[src/design/rsc_pkg.sv]
// ----------------------------------------------------------------------------
// rsc_pkg
// Shared constants, codes, controller/datapath interface types and helper
// functions of the radix string converter.
// ----------------------------------------------------------------------------
package rsc_pkg;

	localparam int VALUE_BITS = 31;
	localparam int BASE_W     = 6;
	localparam int CHAR_W     = 8;
	localparam int STATUS_W   = 2;
	localparam int CFG_IDX_W  = 2;

	// one stored digit per bit of value covers the smallest output base
	localparam int DEPTH  = VALUE_BITS;
	localparam int IDX_W  = $clog2(DEPTH);
	localparam int CNT_W  = $clog2(DEPTH + 1);
	localparam int BCNT_W = $clog2(VALUE_BITS);
	localparam int PROD_W = VALUE_BITS + BASE_W;

	localparam logic [VALUE_BITS-1:0] VALUE_MAX = {VALUE_BITS{1'b1}};

	// configuration register indexes
	localparam logic [CFG_IDX_W-1:0] REG_IN_BASE  = 2'd0;
	localparam logic [CFG_IDX_W-1:0] REG_OUT_BASE = 2'd1;

	// result status codes
	localparam logic [STATUS_W-1:0] ST_OK        = 2'd0;
	localparam logic [STATUS_W-1:0] ST_BAD_DIGIT = 2'd1;
	localparam logic [STATUS_W-1:0] ST_FRACTION  = 2'd2;
	localparam logic [STATUS_W-1:0] ST_OVERFLOW  = 2'd3;

	localparam logic [BASE_W-1:0] BASE_MIN     = 6'd2;
	localparam logic [BASE_W-1:0] BASE_LIMIT   = 6'd36;
	localparam logic [BASE_W-1:0] IN_BASE_RST  = 6'd10;
	localparam logic [BASE_W-1:0] OUT_BASE_RST = 6'd2;

	localparam logic [CHAR_W-1:0] CH_ZERO    = 8'd48;
	localparam logic [CHAR_W-1:0] CH_NINE    = 8'd57;
	localparam logic [CHAR_W-1:0] CH_UPPER_A = 8'd65;
	localparam logic [CHAR_W-1:0] CH_UPPER_Z = 8'd90;
	localparam logic [CHAR_W-1:0] CH_ALPHA   = 8'd55;
	localparam logic [CHAR_W-1:0] CH_POINT   = 8'h2E;

	typedef struct packed {
		logic take;        // capture the input item
		logic acc;         // fold the captured character into the value
		logic emit_err;    // load the single error result
		logic div_init;    // start one digit division
		logic load_acc;    // with div_init: start from the accumulated value
		logic div_step;    // one restoring division step
		logic emit_digit;  // load the next stored digit as a result
	} rsc_cmd_t;

	typedef struct packed {
		logic final_q;     // captured item closes the number
		logic err_set;     // an error was recorded in this run
		logic div_last;    // division step counter at its last step
		logic quot_zero;   // quotient left after a digit is zero
		logic last_digit;  // one stored digit left
		logic out_free;    // output register can take a result
	} rsc_stat_t;

	function automatic logic [BASE_W-1:0] clamp_base(input logic [BASE_W-1:0] b);
		logic [BASE_W-1:0] r;
		begin
			r = b;
			if (b < BASE_MIN) r = BASE_MIN;
			else if (b > BASE_LIMIT) r = BASE_LIMIT;
			return r;
		end
	endfunction

	// MSB set: not a digit character
	function automatic logic [BASE_W:0] char_value(input logic [CHAR_W-1:0] c);
		logic [CHAR_W-1:0] d;
		logic [BASE_W:0]   r;
		begin
			r = {1'b1, {BASE_W{1'b0}}};
			d = '0;
			if (c >= CH_ZERO && c <= CH_NINE) begin
				d = c - CH_ZERO;
				r = {1'b0, d[BASE_W-1:0]};
			end else if (c >= CH_UPPER_A && c <= CH_UPPER_Z) begin
				d = c - CH_ALPHA;
				r = {1'b0, d[BASE_W-1:0]};
			end
			return r;
		end
	endfunction

	function automatic logic [CHAR_W-1:0] digit_ascii(input logic [BASE_W-1:0] d);
		logic [CHAR_W-1:0] dx;
		begin
			dx = {{(CHAR_W-BASE_W){1'b0}}, d};
			return (d > 6'd9) ? dx + CH_ALPHA : dx + CH_ZERO;
		end
	endfunction

endpackage

[src/design/rsc_ctrl.sv]
// ----------------------------------------------------------------------------
// rsc_ctrl
// Sequencer of the radix string converter: accepts items, steps the
// accumulate, division and result emission phases of the datapath.
// ----------------------------------------------------------------------------
module rsc_ctrl (
	input  logic             clk,
	input  logic             arst_n,
	input  logic             in_valid,
	output logic             in_ready,
	input  rsc_pkg::rsc_stat_t stat,
	output rsc_pkg::rsc_cmd_t  cmd
);
	import rsc_pkg::*;

	localparam logic [2:0] S_IDLE = 3'd0;
	localparam logic [2:0] S_ACC  = 3'd1;
	localparam logic [2:0] S_FIN  = 3'd2;
	localparam logic [2:0] S_DIV  = 3'd3;
	localparam logic [2:0] S_DCHK = 3'd4;
	localparam logic [2:0] S_EMIT = 3'd5;

	logic [2:0] state_q;
	logic [2:0] state_n;

	assign in_ready = (state_q == S_IDLE);

	always_comb begin
		state_n = state_q;
		cmd     = '0;
		case (state_q)
			S_IDLE: begin
				if (in_valid) begin
					cmd.take = 1'b1;
					state_n  = S_ACC;
				end
			end
			S_ACC: begin
				cmd.acc = 1'b1;
				state_n = stat.final_q ? S_FIN : S_IDLE;
			end
			S_FIN: begin
				if (stat.err_set) begin
					if (stat.out_free) begin
						cmd.emit_err = 1'b1;
						state_n      = S_IDLE;
					end
				end else begin
					cmd.div_init = 1'b1;
					cmd.load_acc = 1'b1;
					state_n      = S_DIV;
				end
			end
			S_DIV: begin
				cmd.div_step = 1'b1;
				if (stat.div_last) state_n = S_DCHK;
			end
			S_DCHK: begin
				// keep dividing until the quotient runs out
				if (stat.quot_zero) begin
					state_n = S_EMIT;
				end else begin
					cmd.div_init = 1'b1;
					state_n      = S_DIV;
				end
			end
			S_EMIT: begin
				if (stat.out_free) begin
					cmd.emit_digit = 1'b1;
					if (stat.last_digit) state_n = S_IDLE;
				end
			end
			default: begin
				state_n = S_IDLE;
			end
		endcase
	end

	always_ff @(posedge clk or negedge arst_n) begin
		if (!arst_n) begin
			state_q <= S_IDLE;
		end else begin
			state_q <= state_n;
		end
	end

endmodule

[src/design/rsc_dpath.sv]
// ----------------------------------------------------------------------------
// rsc_dpath
// Datapath of the radix string converter: configuration registers,
// multiply-add accumulator with error tracking, bit-serial divider,
// digit store and output register.
// ----------------------------------------------------------------------------
module rsc_dpath (
	input  logic                            clk,
	input  logic                            arst_n,
	input  logic                            cfg_valid,
	input  logic [rsc_pkg::CFG_IDX_W-1:0]   cfg_index,
	input  logic [rsc_pkg::BASE_W-1:0]      cfg_data,
	input  logic [rsc_pkg::CHAR_W-1:0]      digit_char,
	input  logic                            final_char,
	input  logic                            out_ready,
	input  rsc_pkg::rsc_cmd_t               cmd,
	output rsc_pkg::rsc_stat_t              stat,
	output logic                            out_valid,
	output logic [rsc_pkg::CHAR_W-1:0]      out_char,
	output logic [rsc_pkg::STATUS_W-1:0]    status,
	output logic                            last_out
);
	import rsc_pkg::*;

	logic [BASE_W-1:0]     in_base_q;
	logic [BASE_W-1:0]     out_base_q;
	logic [CHAR_W-1:0]     char_q;
	logic                  final_q;
	logic [VALUE_BITS-1:0] acc_q;
	logic [STATUS_W-1:0]   err_q;
	logic [PROD_W-1:0]     prod_q;
	logic [VALUE_BITS-1:0] div_q;
	logic [BASE_W-1:0]     rem_q;
	logic [BCNT_W-1:0]     bcnt_q;
	logic [CNT_W-1:0]      dcnt_q;
	logic [BASE_W-1:0]     store_q [DEPTH];
	logic                  out_valid_q;
	logic [CHAR_W-1:0]     out_char_q;
	logic [STATUS_W-1:0]   status_q;
	logic                  last_q;

	logic [BASE_W-1:0]     in_b;
	logic [BASE_W-1:0]     out_b;
	logic [BASE_W:0]       cv;
	logic [BASE_W-1:0]     dig;
	logic                  bad;
	logic [PROD_W-1:0]     sum;
	logic                  ovf;
	logic                  locked;
	logic [BASE_W:0]       r_sh;
	logic                  ge;
	logic [BASE_W:0]       r_diff;
	logic [BASE_W-1:0]     r_nx;
	logic [VALUE_BITS-1:0] q_nx;
	logic [IDX_W-1:0]      rd_idx;
	logic                  clear_run;
	logic                  out_free;

	// configuration
	always_ff @(posedge clk or negedge arst_n) begin
		if (!arst_n) begin
			in_base_q  <= IN_BASE_RST;
			out_base_q <= OUT_BASE_RST;
		end else if (cfg_valid) begin
			if (cfg_index == REG_IN_BASE) in_base_q <= cfg_data;
			else if (cfg_index == REG_OUT_BASE) out_base_q <= cfg_data;
		end
	end

	assign in_b  = clamp_base(in_base_q);
	assign out_b = clamp_base(out_base_q);

	// accumulate: product is registered while the block waits for an item
	assign cv     = char_value(char_q);
	assign dig    = cv[BASE_W-1:0];
	assign bad    = cv[BASE_W] || (dig >= in_b);
	assign sum    = prod_q + PROD_W'(dig);
	assign ovf    = sum > PROD_W'(VALUE_MAX);
	assign locked = (err_q == ST_BAD_DIGIT) || (err_q == ST_FRACTION);

	assign clear_run = cmd.emit_err || (cmd.emit_digit && stat.last_digit);

	always_ff @(posedge clk) begin
		prod_q <= PROD_W'(acc_q) * PROD_W'(in_b);
		if (cmd.take) begin
			char_q  <= digit_char;
			final_q <= final_char;
		end
	end

	always_ff @(posedge clk or negedge arst_n) begin
		if (!arst_n) begin
			acc_q <= '0;
			err_q <= ST_OK;
		end else if (clear_run) begin
			acc_q <= '0;
			err_q <= ST_OK;
		end else if (cmd.acc && !locked) begin
			if (char_q == CH_POINT) begin
				err_q <= ST_FRACTION;
			end else if (bad) begin
				err_q <= ST_BAD_DIGIT;
			end else if (ovf) begin
				acc_q <= VALUE_MAX;
				err_q <= ST_OVERFLOW;
			end else begin
				acc_q <= sum[VALUE_BITS-1:0];
			end
		end
	end

	// restoring division, one quotient bit per step
	assign r_sh   = {rem_q, div_q[VALUE_BITS-1]};
	assign ge     = r_sh >= {1'b0, out_b};
	assign r_diff = r_sh - {1'b0, out_b};
	assign r_nx   = ge ? r_diff[BASE_W-1:0] : r_sh[BASE_W-1:0];
	assign q_nx   = {div_q[VALUE_BITS-2:0], ge};

	always_ff @(posedge clk) begin
		if (cmd.div_init) begin
			rem_q <= '0;
			if (cmd.load_acc) div_q <= acc_q;
		end else if (cmd.div_step) begin
			rem_q <= r_nx;
			div_q <= q_nx;
			if (bcnt_q == '0) store_q[dcnt_q[IDX_W-1:0]] <= r_nx;
		end
	end

	always_ff @(posedge clk or negedge arst_n) begin
		if (!arst_n) begin
			bcnt_q <= '0;
			dcnt_q <= '0;
		end else begin
			if (cmd.div_init) begin
				bcnt_q <= BCNT_W'(VALUE_BITS - 1);
				if (cmd.load_acc) dcnt_q <= '0;
			end else if (cmd.div_step) begin
				bcnt_q <= bcnt_q - 1'b1;
				if (bcnt_q == '0) dcnt_q <= dcnt_q + 1'b1;
			end else if (cmd.emit_digit) begin
				dcnt_q <= dcnt_q - 1'b1;
			end
		end
	end

	// emit most significant digit first
	assign rd_idx   = IDX_W'(dcnt_q - 1'b1);
	assign out_free = !out_valid_q || out_ready;

	always_ff @(posedge clk or negedge arst_n) begin
		if (!arst_n) begin
			out_valid_q <= 1'b0;
		end else if (cmd.emit_err || cmd.emit_digit) begin
			out_valid_q <= 1'b1;
		end else if (out_ready) begin
			out_valid_q <= 1'b0;
		end
	end

	always_ff @(posedge clk) begin
		if (cmd.emit_err) begin
			out_char_q <= '0;
			status_q   <= err_q;
			last_q     <= 1'b1;
		end else if (cmd.emit_digit) begin
			out_char_q <= digit_ascii(store_q[rd_idx]);
			status_q   <= ST_OK;
			last_q     <= stat.last_digit;
		end
	end

	assign stat.final_q    = final_q;
	assign stat.err_set    = (err_q != ST_OK);
	assign stat.div_last   = (bcnt_q == '0);
	assign stat.quot_zero  = (div_q == '0);
	assign stat.last_digit = (dcnt_q == CNT_W'(1));
	assign stat.out_free   = out_free;

	assign out_valid = out_valid_q;
	assign out_char  = out_char_q;
	assign status    = status_q;
	assign last_out  = last_q;

	a_dcnt_bound: assert property (@(posedge clk) disable iff (!arst_n)
		dcnt_q <= CNT_W'(DEPTH))
		else $error("digit count beyond store depth");

	a_emit_nonempty: assert property (@(posedge clk) disable iff (!arst_n)
		cmd.emit_digit |-> dcnt_q != '0)
		else $error("digit emitted from empty store");

	a_rem_bound: assert property (@(posedge clk) disable iff (!arst_n)
		$past(cmd.div_step) |-> rem_q < out_b)
		else $error("division remainder not below base");

	a_err_result: assert property (@(posedge clk) disable iff (!arst_n)
		cmd.emit_err |=> out_valid_q && last_q && out_char_q == '0 && status_q != ST_OK)
		else $error("malformed error result");

endmodule

[src/design/radix_string_converter_top.sv]
// Sequence: a non-final character is accepted, then folded in by a multiply-add.
// A final character with a recorded error gives its result after the multiply-add.
// Otherwise each output digit takes 31 steps in the bit-serial divider plus a
// quotient check; then results leave one per cycle while the output can take them.
// One item is in flight at a time; output stalls hold the results back.
// Reset: bases return to 10 and 2, run state clears; the digit store is not cleared.
// ----------------------------------------------------------------------------
// radix_string_converter_top
// Converts a character stream of an unsigned number from one radix into
// ASCII digits of another radix, with digit, fraction and overflow errors.
// ----------------------------------------------------------------------------
module radix_string_converter_top (
	input  logic                          clk,
	input  logic                          arst_n,
	input  logic                          cfg_valid,
	output logic                          cfg_ready,
	input  logic [rsc_pkg::CFG_IDX_W-1:0] cfg_index,
	input  logic [rsc_pkg::BASE_W-1:0]    cfg_data,
	input  logic                          in_valid,
	output logic                          in_ready,
	input  logic [rsc_pkg::CHAR_W-1:0]    digit_char,
	input  logic                          final_char,
	output logic                          out_valid,
	input  logic                          out_ready,
	output logic [rsc_pkg::CHAR_W-1:0]    out_char,
	output logic [rsc_pkg::STATUS_W-1:0]  status,
	output logic                          last_out
);
	import rsc_pkg::*;

	rsc_cmd_t  cmd;
	rsc_stat_t stat;

	assign cfg_ready = 1'b1;

	rsc_ctrl u_ctrl (
		.clk      (clk),
		.arst_n   (arst_n),
		.in_valid (in_valid),
		.in_ready (in_ready),
		.stat     (stat),
		.cmd      (cmd)
	);

	rsc_dpath u_dpath (
		.clk        (clk),
		.arst_n     (arst_n),
		.cfg_valid  (cfg_valid),
		.cfg_index  (cfg_index),
		.cfg_data   (cfg_data),
		.digit_char (digit_char),
		.final_char (final_char),
		.out_ready  (out_ready),
		.cmd        (cmd),
		.stat       (stat),
		.out_valid  (out_valid),
		.out_char   (out_char),
		.status     (status),
		.last_out   (last_out)
	);

endmodule

[config.mk]
export PLATFORM = sky130hd
export DESIGN_NAME = radix_string_converter_top
export DESIGN_NICKNAME = d
export VERILOG_FILES = /design/src/design/rsc_pkg.sv /design/src/design/rsc_ctrl.sv /design/src/design/rsc_dpath.sv /design/src/design/radix_string_converter_top.sv
export SDC_FILE = /design/constraint.sdc
export NUM_CORES = 1
export LEC_CHECK = 0
export ABC_CLOCK_PERIOD_IN_PS = 6100
export BUFFER_PORTS_ARGS = -buffer_cell sky130_fd_sc_hd__buf_4
export CAP_MARGIN = 20
export CORE_UTILIZATION = 45
export DETAILED_ROUTE_END_ITERATION = 12
export HOLD_SLACK_MARGIN = 0.1
export PLACE_DENSITY = 0.71
export SYNTH_ARGS = -nofsm -noshare
export SYNTH_HDL_FRONTEND = slang
export SYNTH_SLANG_ARGS = --single-unit
[constraint.sdc]
create_clock -name clk -period 6.1 [get_ports clk]
set_input_delay 0.915 -clock clk [delete_from_list [all_inputs] [get_ports clk]]
set_output_delay 0.915 -clock clk [all_outputs]
set_load 0.01 [all_outputs]
==> metrics.sh, run 1 <==
CLOCK-SINKS=338
HOLD_FIX_BUFFERS_CTS=0
WORST_EP_ARRIVAL_TIME_NS=6.16
DRT_FIRST_ITER_VIOLATIONS=1114
FIRST_GLOBAL_VIAS=14600
NUM_ROWS=77
CTS_ROOT_BUFFER='clkbuf_16'
MET3_WIRELENGTH_MM=2.95
CLOCK_INSERTION_DELAY_WORST_SKEW_NS=0.57
ROUTE.MET2.WL_MM=21.6
WORSTPATHREQUIRED_NS=6.55
NUM_IO_PINS=36
MAX_H_TREE_LEVEL=2
FMAXACHIEVABLE_MHz=175
SYNTH-WARNING-COUNT=0
HIGHEST_LAYER='met4'
FINAL_AREA_MM2=0.0227
GP_CONGESTION=0.854
CTS_BUFFER_DEPTH=3
SYNTH_SEQ_AREA_SHARE_PCT=45.5
START_UTIL_PCT=46.1
MAX_CAP_VIOLATIONS=0
FILLCELLCOUNT=3881
SYNTH_EDF_COUNT=228
SHARE_OF_SYNTHESIZED_REGISTERS_CARRYING_AN_ASYNC_SET_OR_RESET_PCT=17.5
CTS_INSERTED_BUFFERS=38
NETS=2055
WL_PER_CELL_UM=18.7
CRITICAL_PATH.MAX_FANOUT=18
FIN_CLK_SKEW_NS=0.0208
POSTCTSSETUPREPAIRBUFS=0
CLK_TRANSITION_REPORTED_PATHS_NS=0.06
POWER_PER_CELL_AREA_mW_PER_MM2=509
HP-CLASS='input pin to async pin'
FINAL_PERIOD_MINUS_WORST_SETUP_SLACK_NS=5.71
ANTENNA_LEFT=0
CRITICAL_PATH_CLASS='flop to flop'
DRT_DRC_VIOLATIONS_LEFT=0
DP.FINAL_HPWL_MM=32.4
YS_SEQ_ELEMENTS=338
CRITICAL_PATH.CELL_CHAIN='or3_1, or3_1, and3_1, buf_4, nand2_1, fa_1, fa_1, inv_1, fa_1, ha_1, o21ai_0, o21a_1, o21bai_1, nor4_1, nand3_1, a31oi_2, o21ai_0, o311ai_0'
YOSYS.CELL_TYPES.COUNT=78
YOSYS_MOST_USED_DFF='edfxtp_1'
WORST_PIN_SLEW_NS=0.912
GLOBAL_ROUTE_CONGESTION_OVERFLOW_TOTAL=0
WORST_PATH_MOST_REPEATED_CELL='fa_1'
START_KIND='flop'
POST_DP_CELL_AREA_MM2=0.0214
TOTAL_OF_BUFFERS_PLACED_ON_INPUT_AND_OUTPUT_PORTS=33
MOST-COMMON-LAYOUT-CELLS='edfxtp_1 (228), nand2_1 (222), inv_1 (174)'
SEQ_AREA_MM2=0.00935
DETAIL_ROUTE.WIRELENGTH.MET1_MM=19.8
DIE-WIDTH_UM=216
TRITONCTS='yes'
FINAL_CELL_COUNT_NO_FILL=2452
DRT-TOTAL-WL_MM=45.8
SYN_AREA_PER_CELL_UM2=11.3
CRITPATHCAPTURETYPE='flop'
DP_SLACK_NS=0.323
DIE_AREA_MM2=0.0465
FINISH.UTILIZATION_PCT=50.8
AREA_GROWTH_SYN_TO_LAYOUT_PCT=10.3
PEAKVDDDROP_V=0.000326
GRT_MAX_DEGREE=63
PLACEABLECOREAREA_MM2=0.0446
ANTENNA_FOUND_INITIAL=0
TOT_GR_TRACK_USE_PCT=20.5
MOSTFREQUENTLAYOUTCELL='edfxtp_1'
SYNTH_AREA_MM2=0.0205
SYNTH.TOP_CELLS.BY_AREA='edfxtp_1 (33%), fa_1 (12%), dfrtp_1 (6.8%), ha_1 (5.2%), dfxtp_1 (5.0%)'
GRT_PASS1_WL_MM=75.9
PLACE_INST=2381
SYNTH_FP_NETS=2040
CRITICAL-PATH-MAX-STAGE-DELAY_NS=0.50
DRT-VIAS-PER-INSTANCE=5.69
FINAL_WORST_SLACK_NS=0.395
LEAKAGE_uW=0.00909
MAX_SLEW_MARGIN_PCT=39.2
TIMING.FINAL.SETUP_VIOLATIONS=0
OUTCOME='completed'
DRT_PASS1_ITERATIONS=5
FIN_HOLD_WS_NS=0.429
CHIPHEIGHT_UM=216
MAX_TRANSITION_VIOLS_FINAL=0
YOSYSTOPAREACELLSHARE_PCT=33.3
DRIVE_GT1_SHARE_PCT=12.3
SLOWEST_STAGE='fa_1'
SYNTHESIS.INSTANCES=1814
MIN_PERIOD_OVER_PERIOD_PCT=93.5
FINAL-HOLD-VIOLATION-COUNT=0
DOMINANT_CELL_TYPE_BY_AREA_AFTER_SYNTHESIS='edfxtp_1'
ROUTED_VIA_COUNT=14000
MULTI_INPUT_AREA_MM2=0.0102
-- final timing paths --
check	startpoint	endpoint	slack, ns	depth (start not counted)
min	arst_n	u_dpath.acc_q[10]	0.43	1
max in group asynchronous	arst_n	u_dpath.dcnt_q[0]	5.06	1
min reg2reg	u_dpath.out_char[0]	u_dpath.out_char[0]	0.45	2
max reg2reg	u_dpath.in_base_q[2]	u_dpath.prod_q[33]	0.39	18
max	u_dpath.in_base_q[2]	u_dpath.prod_q[33]	0.39	18
min in group clk	u_dpath.out_char[0]	u_dpath.out_char[0]	0.45	2
-- timing repair --
| item | CTS | global route |
|---|---|---|
| hold endpoints to repair | 0 | 0 |
| setup endpoints to repair | 0 | 3 |
| resized for setup | 0 | 2 |
-- worst max-delay path: cells and delay by family, from the launching register on --
family                     cells  cell delay [ns]
buffers and inverters          2             0.30
and+or+nand+nor                6             1.72
DFF                            1             0.39
adders and majority gates      4             1.80
AOI/OAI and AO/OA              6             1.36
-- logic make-up after synthesis --
kind of cell             after synthesis  share of synthesized area [%]
multiplexers                          97                           7.56
AND/OR/NAND/NOR                      543                           12.7
other                                  2                         0.0365
buffers and inverters                260                           4.96
XOR/XNOR                              58                           2.47
flip-flops                           338                           45.5
AO/OA/AOI/OAI                        312                           10.0
adder cells (fa/ha/maj)              204                           16.8
-- state kept, by name, summed over array words and instances, names as in the netlist, 6 cells and up --
name,flops
u_dpath.store_q,186
u_dpath.prod_q,37
u_dpath.acc_q,31
u_dpath.div_q,31
u_dpath.char_q,8
u_dpath.out_char,7
u_dpath.in_base_q,6
u_dpath.out_base_q,6
u_dpath.rem_q,6
-- layer usage --
layer | track usage [%] | up-vias
met5 | 0 | -
met1 | 27.3 | 7004
met3 | 3.95 | 90
met4 | 8.09 | 0
met2 | 33.0 | 412
li1 | - | 6455
-- through the flow --
stage,TNS [ns],total power (µW)
6_report,0,11500
3_5_place_dp,0,9310
2_1_floorplan,0,7720
4_1_cts,0,11600
5_1_grt,-0.00588,12400
3_3_place_gp,0,9130
-- report_power, final --
group / leakage, µW / internal [µW] / total (µW) / switching (µW)
Combinational: 0.00526 / 2090 / 5370 / 3280
Clock: 0.000590 / 1290 / 2240 / 950
Sequential: 0.00324 / 3420 / 3930 / 506
-- cells in the mapped netlist (20+ instances only) --
master	number
fa_1	119
inv_1	174
and2_1	49
o21ai_1	24
clkbuf_1	60
xor2_1	20
edfxtp_1	228
dfrtp_1	56
mux4_2	42
nand2_1	222
a21oi_1	53
ha_1	85
and3_1	28
xnor2_1	38
nand3_1	35
nor3_1	22
mux2_2	45
o21ai_0	50
a31oi_1	47
nor2_1	93
dfxtp_1	51
a211oi_1	21
-- final cells by class --
class / count / area share [%]
clock inverters: 19 / 0.844
inverters: 174 / 2.88
repair buffers: 61 / 2.02
multi-input cells: 1216 / 45.2
flip-flops and latches: 338 / 41.2
diodes: 1 / 0.0110
clock buffers: 51 / 4.55
well taps: 592 / 3.27
Note: power is estimated with default switching activity, not from simulation.
==> inputs of run 2 (changes only) <==
- ABC_AREA: default -> 1
==> run 2 against run 1 <==
Power is 4.0% higher. Worst hold slack better by 0.028 ns. Critical path type unchanged. Sequential share of layout area is 1.9 points lower. Highest routed layer unchanged. Maximum frequency is 3.5% higher. Global-route usage is 2.2 points higher. Area after synthesis is 6.4% higher.
==> metrics.sh, run 2 <==
OUTCOME='completed'  # unchanged
PEAKVDDDROP_V=0.000392  # was 0.000326 V
PLACEABLECOREAREA_MM2=0.0478  # was 0.0446 mm²
POWER_PER_CELL_AREA_mW_PER_MM2=505  # was 509 mW/mm²
GRT_PASS1_WL_MM=89.1  # was 75.9 mm
DRT_FIRST_ITER_VIOLATIONS=1235  # was 1114
MAX_CAP_VIOLATIONS=0  # unchanged
FIN_HOLD_WS_NS=0.457  # was 0.429 ns
YOSYS_MOST_USED_DFF='edfxtp_1'  # unchanged
SETUP.REG_TO_REG.WORST_SLACK_NS=0.59  # was 0.39 ns
SYNTHESIS.INSTANCES=2495  # was 1814
CTS_BUFFER_DEPTH=3  # unchanged
CRITICAL_PATH.REG2REG.ENDPOINT='u_dpath.prod_q[35]'  # was u_dpath.prod_q[33]
ANTENNA_LEFT=0  # unchanged
CTSRESIZECOUNT=0  # unchanged
START_UTIL_PCT=45.7  # was 46.1%
START_KIND='flop'  # unchanged
FIRST_GLOBAL_VIAS=17200  # was 14600
DIE_AREA_MM2=0.0495  # was 0.0465 mm²
TIMING.FINAL.SETUP_VIOLATIONS=0  # unchanged
HOLD_DEPTH=2
LARGEST_REGISTER_FFS=186  # unchanged
TOTAL_OF_BUFFERS_PLACED_ON_INPUT_AND_OUTPUT_PORTS=33  # unchanged
HOLD_PATH_STARTPOINT='u_dpath.out_char[1]'
NETS=2723  # was 2055
SYNTH-WARNING-COUNT=0  # unchanged
FINISH.UTILIZATION_PCT=49.7  # was 50.8%
SYN_AREA_PER_CELL_UM2=8.76  # was 11.3 µm²
HOLD_FIX_BUFFERS_CTS=0  # unchanged
CHIPHEIGHT_UM=222  # was 216 µm
FINAL_CELL_COUNT_NO_FILL=3141  # was 2452
GP_CONGESTION=0.883  # was 0.854
FIN_TNS_SETUP_NS=0  # unchanged
SYNTH_SEQ_AREA_SHARE_PCT=42.7  # was 45.5%
SYNTH_AREA_MM2=0.0219  # was 0.0205 mm²
YOSYS.CELL_TYPES.COUNT=62  # was 78
GLOBAL_ROUTE_CONGESTION_OVERFLOW_TOTAL=0  # unchanged
CRITPATHCAPTURETYPE='flop'  # unchanged
FMAXACHIEVABLE_MHz=181  # was 175 MHz
TOT_GR_TRACK_USE_PCT=22.7  # was 20.5%
MAX_SLEW_MARGIN_PCT=32.1  # was 39.2%
SYNTH_MOST_COMMON_CELL='nand2_1'  # was edfxtp_1
CRITICAL_PATH_CLASS='flop to flop'  # unchanged
CTS_INSERTED_BUFFERS=37  # was 38
TOTALPOWERFINAL_uW=12000  # was 11500 µW
DOMINANT_CELL_TYPE_BY_AREA_AFTER_SYNTHESIS='edfxtp_1'  # unchanged
GRT_MAX_DEGREE=95  # was 63
SYNTH_FP_NETS=2721  # was 2040
YOSYSTOPAREACELLSHARE_PCT=31.3  # was 33.3%
FINAL_PERIOD_MINUS_WORST_SETUP_SLACK_NS=5.51  # was 5.71 ns
NUM_IO_PINS=36  # unchanged
WL_PER_CELL_UM=17.4  # was 18.7 µm
LEAKAGE_uW=0.0107  # was 0.00909 µW
GRT_SETUP_UNREPAIRED='false'
CRITICAL_PATH.MAX_FANOUT=17  # was 18
INSERTEDDIODECOUNT=0  # was 1
AREA_GROWTH_SYN_TO_LAYOUT_PCT=8.73  # was 10.3%
MAX_TRANSITION_VIOLS_FINAL=0  # unchanged
MOST-COMMON-LAYOUT-CELLS='nand2_1 (730), inv_1 (317), edfxtp_1 (228)'  # was edfxtp_1 (228), nand2_1 (222), inv_1 (174)
ROUTED_VIA_COUNT=16800  # was 14000
WORST_HOLD_PATH.ENDPOINT='u_dpath.out_char[1]'
YS_SEQ_ELEMENTS=338  # unchanged
MIN_PERIOD_OVER_PERIOD_PCT=90.4  # was 93.5%
SYNTHTOPCELLSBYCOUNT='nand2_1 (730), inv_1 (317), edfxtp_1 (228)'  # was edfxtp_1 (228), nand2_1 (222), inv_1 (174)
CLOCK-SINKS=338  # unchanged
SYNTH_EDF_COUNT=228  # unchanged
DP.FINAL_HPWL_MM=39.9  # was 32.4 mm
CLK_TRANSITION_REPORTED_PATHS_NS=0.06  # about the same
SHARE_OF_SYNTHESIZED_REGISTERS_CARRYING_AN_ASYNC_SET_OR_RESET_PCT=17.5  # unchanged
WORST_PIN_SLEW_NS=1.01  # was 0.912 ns
WORST_EP_ARRIVAL_TIME_NS=5.97  # was 6.16 ns
MOSTFREQUENTLAYOUTCELL='nand2_1'  # was edfxtp_1
DRT_DRC_VIOLATIONS_LEFT=0  # unchanged
DRIVE_GT1_SHARE_PCT=8.27  # was 12.3%
NUM_ROWS=80  # was 77
FINAL-HOLD-VIOLATION-COUNT=0  # unchanged
DRT-VIAS-PER-INSTANCE=5.34  # was 5.69
POSTCTSSETUPREPAIRBUFS=0  # unchanged
DRT-TOTAL-WL_MM=54.6  # was 45.8 mm
SYNTH.TOP_CELLS.BY_AREA='edfxtp_1 (31%), nand2_1 (13%), fa_1 (11%), dfrtp_1 (6.4%), inv_1 (5.4%)'  # was edfxtp_1 (33%), fa_1 (12%), dfrtp_1 (6.8%), ha_1 (5.2%), dfxtp_1 (5.0%)
CTS_ROOT_BUFFER='clkbuf_16'  # unchanged
PLACE_INST=3073  # was 2381
CLOCK_INSERTION_DELAY_WORST_SKEW_NS=0.56  # was 0.57 ns
ANTENNA_FOUND_INITIAL=0  # unchanged
MAX_H_TREE_LEVEL=2  # unchanged
WORST_R2R_STARTPOINT='u_dpath.in_base_q[1]'  # was u_dpath.in_base_q[2]
FIN_CLK_SKEW_NS=0.0153  # was 0.0208 ns
TRITONCTS='yes'  # unchanged
DIE-WIDTH_UM=222  # was 216 µm
WORSTPATHREQUIRED_NS=6.56  # was 6.55 ns
WORST-R2R-CELL-COUNT=24  # was 18
HP-CLASS='flop to flop'  # was input pin to async pin
DRT_PASS1_ITERATIONS=7  # was 5
-- run 2: cell count changes in the layout (fill, tap and decap cells not counted), sizes merged, moves of 41 or more --
| cell | change |
|---|---|
| nor2 | +134 |
| mux2 | -45 |
| a31oi | -41 |
| mux4 | -42 |
| o21ai | +47 |
| inv | +151 |
| and2 | -45 |
| nand2 | +522 |
| nand3 | +149 |
-- run 2: metrics by stage --
step / setup WS, ns / area [µm²]
6_report: 0.586 / 23800
3_3_place_gp: 0.643 / 22500
4_1_cts: 0.689 / 23800
3_5_place_dp: 0.733 / 22500
2_1_floorplan: 1.34 / 21900
5_1_grt: 0.319 / 23800
-- run 2: area by class of cell --
class	count	area, µm²
clock buffers	47	1010
clock inverters	21	233
multi-input cells	1735	10800
flip-flops and latches	338	9350
fillers	4411	24100
repair buffers	56	420
inverters	329	1240
well taps	615	769
-- run 2: how the worst max path moves through the flow --
stage,start,end,slack [ns],depth (start not counted)
6_report,u_dpath.in_base_q[1],u_dpath.prod_q[35],0.59,24
5_1_grt,u_dpath.in_base_q[1],u_dpath.prod_q[35],0.32,23
4_1_cts,u_dpath.in_base_q[1],u_dpath.prod_q[35],0.69,24
3_5_place_dp,u_dpath.in_base_q[1],u_dpath.prod_q[35],0.73,23
3_3_place_gp,u_dpath.in_base_q[1],u_dpath.prod_q[35],0.64,24
2_1_floorplan,u_dpath.in_base_q[5],u_dpath.prod_q[33],1.34,21
-- run 2: worst max-delay path, cell delays in order (launching register included) --
cell and delay, ns:
dfstp_2 0.55, o21a_1 0.11, nor2_1 0.04, a21oi_1 0.24, inv_1 0.07, nand3_1 0.07, buf_4 0.15, clkinv_1 0.29
buf_4 0.33, nand2_1 0.10, fa_1 0.42, inv_1 0.08, fa_1 0.48, fa_1 0.52, ha_1 0.38, nand2_1 0.11
inv_1 0.09, nand3_1 0.09, nor3_1 0.33, nand4_1 0.17, nand3_1 0.18, nand2_1 0.07, o211ai_1 0.19, a21oi_1 0.14
xnor2_1 0.22
-- run 2: per-layer routing --
metal	track usage, %	share of wire (%)	vias up
met4	10.9	4.5	0
met5	0	0	-
met2	39.7	50	522
li1	-	-	7983
met3	2.91	5.3	128
met1	27.7	40	8155
-- run 2: cells by family after synthesis --
kind of cell	Yosys count	share of synthesized area (%)
other cells	2	0.0343
compound gates	236	6.07
xor+xnor	74	3.08
simple gates	1219	24.0
flops	338	42.7
buf+inv	422	8.30
fa+ha+maj	204	15.8
-- run 2: report_power, final --
part	total [µW]	switching [µW]	internal (µW)
logic	5940	4070	1870
registers	3750	493	3260
clock network	2310	953	1360
total	12000	5510	6490
==> inputs of run 3 (changes only) <==
- MAX_ROUTING_LAYER: default -> met4
==> run 3 against run 2 <==
Combinational power about the same. Non-clock buffer count unchanged. Critical endpoint unchanged. Sequential power about the same.
==> metrics.sh, run 3 (same netlist as run 2, synthesis figures left out) <==
NUM_IO_PINS=36  # unchanged
CTS_ROOT_BUFFER='clkbuf_16'  # unchanged
CTS_BUFFER_DEPTH=3  # unchanged
GRT_SETUP_UNREPAIRED='false'  # unchanged
MAX_TRANSITION_VIOLS_FINAL=0  # unchanged
DRIVE_GT1_SHARE_PCT=8.03  # was 8.27%
WL_PER_CELL_UM=17.5  # was 17.4 µm
ANTENNA_LEFT=0  # unchanged
WORST_EP_ARRIVAL_TIME_NS=6.00  # was 5.97 ns
POST_DP_CELL_AREA_MM2=0.0225  # unchanged
NUM_ROWS=80  # unchanged
INSERTEDDIODECOUNT=0  # unchanged
GLOBAL_ROUTE_CONGESTION_OVERFLOW_TOTAL=0  # unchanged
MOST-COMMON-LAYOUT-CELLS='nand2_1 (730), inv_1 (317), edfxtp_1 (228)'  # unchanged
FIN_TNS_SETUP_NS=0  # unchanged
TRITONCTS='yes'  # unchanged
POSTCTSSETUPREPAIRBUFS=0  # unchanged
SEQ_AREA_MM2=0.00935  # unchanged
MIN_PERIOD_OVER_PERIOD_PCT=90.9  # was 90.4%
DRT-VIAS-PER-INSTANCE=5.30  # was 5.34
DRT_PASS1_ITERATIONS=6  # was 7
CTS_INSERTED_BUFFERS=38  # was 37
FIN_CLK_SKEW_NS=0.0359  # was 0.0153 ns
GRT_PASS1_WL_MM=89.2  # was 89.1 mm
SWITCHING_SHARE_OF_TOTAL_POWER_PCT=46.6  # was 45.9%
TIMING.FINAL.SETUP_VIOLATIONS=0  # unchanged
CRITICAL_PATH_CLASS='flop to flop'  # unchanged
DRT_DRC_VIOLATIONS_LEFT=0  # unchanged
DIE-WIDTH_UM=222  # unchanged
FIRST_GLOBAL_VIAS=16900  # was 17200
START_KIND='flop'  # unchanged
DIE_AREA_MM2=0.0495  # unchanged
LARGEST_REGISTER_FFS=186  # unchanged
MOSTFREQUENTLAYOUTCELL='nand2_1'  # unchanged
FINAL_AREA_MM2=0.0237  # was 0.0238 mm²
TOTALPOWERFINAL_uW=11800  # was 12000 µW
ANTENNA_FOUND_INITIAL=0  # unchanged
FINAL_PERIOD_MINUS_WORST_SETUP_SLACK_NS=5.54  # was 5.51 ns
CTSRESIZECOUNT=0  # unchanged
LEAKAGE_uW=0.0107  # about the same
RELATIVE_CONTRIBUTION_OF_SEQUENTIAL_CELLS_TO_TOTAL_POWER_PCT=31.7  # was 31.3%
CLOCK_INSERTION_DELAY_WORST_SKEW_NS=0.57  # was 0.56 ns
CRITICAL_PATH.MAX_FANOUT=16  # was 17
POWER_PER_CELL_AREA_mW_PER_MM2=500  # was 505 mW/mm²
CHIPHEIGHT_UM=222  # unchanged
OUTCOME='completed'  # unchanged
POWER_FRAC_CLOCK_PCT=18.0  # was 19.3%
GP_CONGESTION=0.927  # was 0.883
AREA_GROWTH_SYN_TO_LAYOUT_PCT=8.28  # was 8.73%
GRT_MAX_DEGREE=95  # unchanged
CRITPATHCAPTURETYPE='flop'  # unchanged
FINAL-HOLD-VIOLATION-COUNT=0  # unchanged
ROUTED_VIA_COUNT=16700  # was 16800
TOT_GR_TRACK_USE_PCT=23.5  # was 22.7%
PLACEABLECOREAREA_MM2=0.0478  # unchanged
WORST_PIN_SLEW_NS=1.03  # was 1.01 ns
HOLD_FIX_BUFFERS_CTS=0  # unchanged
MAX_CAP_VIOLATIONS=0  # unchanged
DP.FINAL_HPWL_MM=40.1  # was 39.9 mm
HP-CLASS='flop to flop'  # unchanged
INTERNAL-POWER_uW=6330  # was 6490 µW
TOTAL_OF_BUFFERS_PLACED_ON_INPUT_AND_OUTPUT_PORTS=33  # unchanged
NETS=2724  # was 2723
START_UTIL_PCT=45.7  # unchanged
MAX_H_TREE_LEVEL=2  # unchanged
WORSTPATHREQUIRED_NS=6.55  # was 6.56 ns
FMAXACHIEVABLE_MHz=180  # was 181 MHz
PEAKVDDDROP_V=0.000322  # was 0.000392 V
SWITCHING_POWER_uW=5510  # about the same
DRT_FIRST_ITER_VIOLATIONS=1133  # was 1235
MAX_SLEW_MARGIN_PCT=30.9  # was 32.1%
MULTI_INPUT_AREA_MM2=0.0108  # unchanged
PWR-SHARE-COMB_PCT=50.3  # was 49.5%
CLK_TRANSITION_REPORTED_PATHS_NS=0.06  # about the same
DRT-TOTAL-WL_MM=55.0  # was 54.6 mm
CLOCK-SINKS=338  # unchanged
FILLCELLCOUNT=4441  # was 4411
-- run 3: changes by cell type in the layout (fill, tap and decap cells not counted), sizes merged --
cell / delta
bufinv: -4
clkinv: +4
clkbuf: +2
clkinvlp: -1
-- run 3: power groups by stage --
stage                     Sequential [µW]  Combinational [µW]  Clock, µW
final                                3750                5960       2130
after CTS                            3740                5980       2160
after global routing                 3790                6670       2250
after global placement               3770                5770          0
after floorplan                      3530                4500          0
after detailed placement             3780                5950          0
-- run 3: layer usage --
metal	GRT usage, %	vias up	share of wire [%]
met5	-	-	0
met4	9.88	0	3.9
met3	2.68	127	4.7
met2	40.2	474	51
met1	28.1	8060	41
li1	-	8000	-
-- run 3: final timing paths --
check | from | slack [ns] | cells past startpoint | end
min in group asynchronous | arst_n | 0.48 | 1 | u_dpath.acc_q[23]
worst min-delay path | u_dpath.out_char[0] | 0.46 | 2 | u_dpath.out_char[0]
max in group asynchronous | arst_n | 5.00 | 1 | u_dpath.dcnt_q[0]
worst max register to register | u_dpath.in_base_q[1] | 0.56 | 24 | u_dpath.prod_q[35]
worst min register to register | u_dpath.out_char[0] | 0.46 | 2 | u_dpath.out_char[0]
worst max-delay path | u_dpath.in_base_q[1] | 0.56 | 24 | u_dpath.prod_q[35]
-- run 3: critical path: stages (launching register included) --
cell and delay (ns):
dfstp_2 0.54, o21a_1 0.11, nor2_1 0.04, a21oi_1 0.25, inv_1 0.07, nand3_1 0.07, buf_4 0.14, clkinv_1 0.33
buf_4 0.34, nand2_1 0.09, fa_1 0.41, inv_1 0.07, fa_1 0.47, fa_1 0.50, ha_1 0.39, nand2_1 0.12
inv_1 0.09, nand3_1 0.09, nor3_1 0.33, nand4_1 0.21, nand3_1 0.18, nand2_1 0.07, o211ai_1 0.15, a21oi_1 0.15
xnor2_1 0.23
-- run 3: area by class of cell --
class                      count  share of cell area (%)
clock inverter                20                   0.534
timing repair buffer          56                    1.78
tap                          615                    3.25
multi-input combinational   1735                    45.4
inverter                     329                    5.23
clock buffer                  49                    4.32
sequential                   338                    39.5
-- run 3: per-stage QoR --
| step | worst slack, ns | utilization [%] | hold WS (ns) | std cells |
|---|---|---|---|---|
| 3_3_place_gp | 0.620 | 47.1 | 0.447 | 3073 |
| 4_1_cts | 0.541 | 49.5 | 0.459 | 3142 |
| 5_1_grt | 0.192 | 49.5 | 0.473 | 3142 |
| 2_1_floorplan | 1.34 | - | 0.427 | 2495 |
| 3_5_place_dp | 0.602 | 47.1 | 0.443 | 3073 |
| 6_report | 0.557 | 49.5 | 0.456 | 3142 |
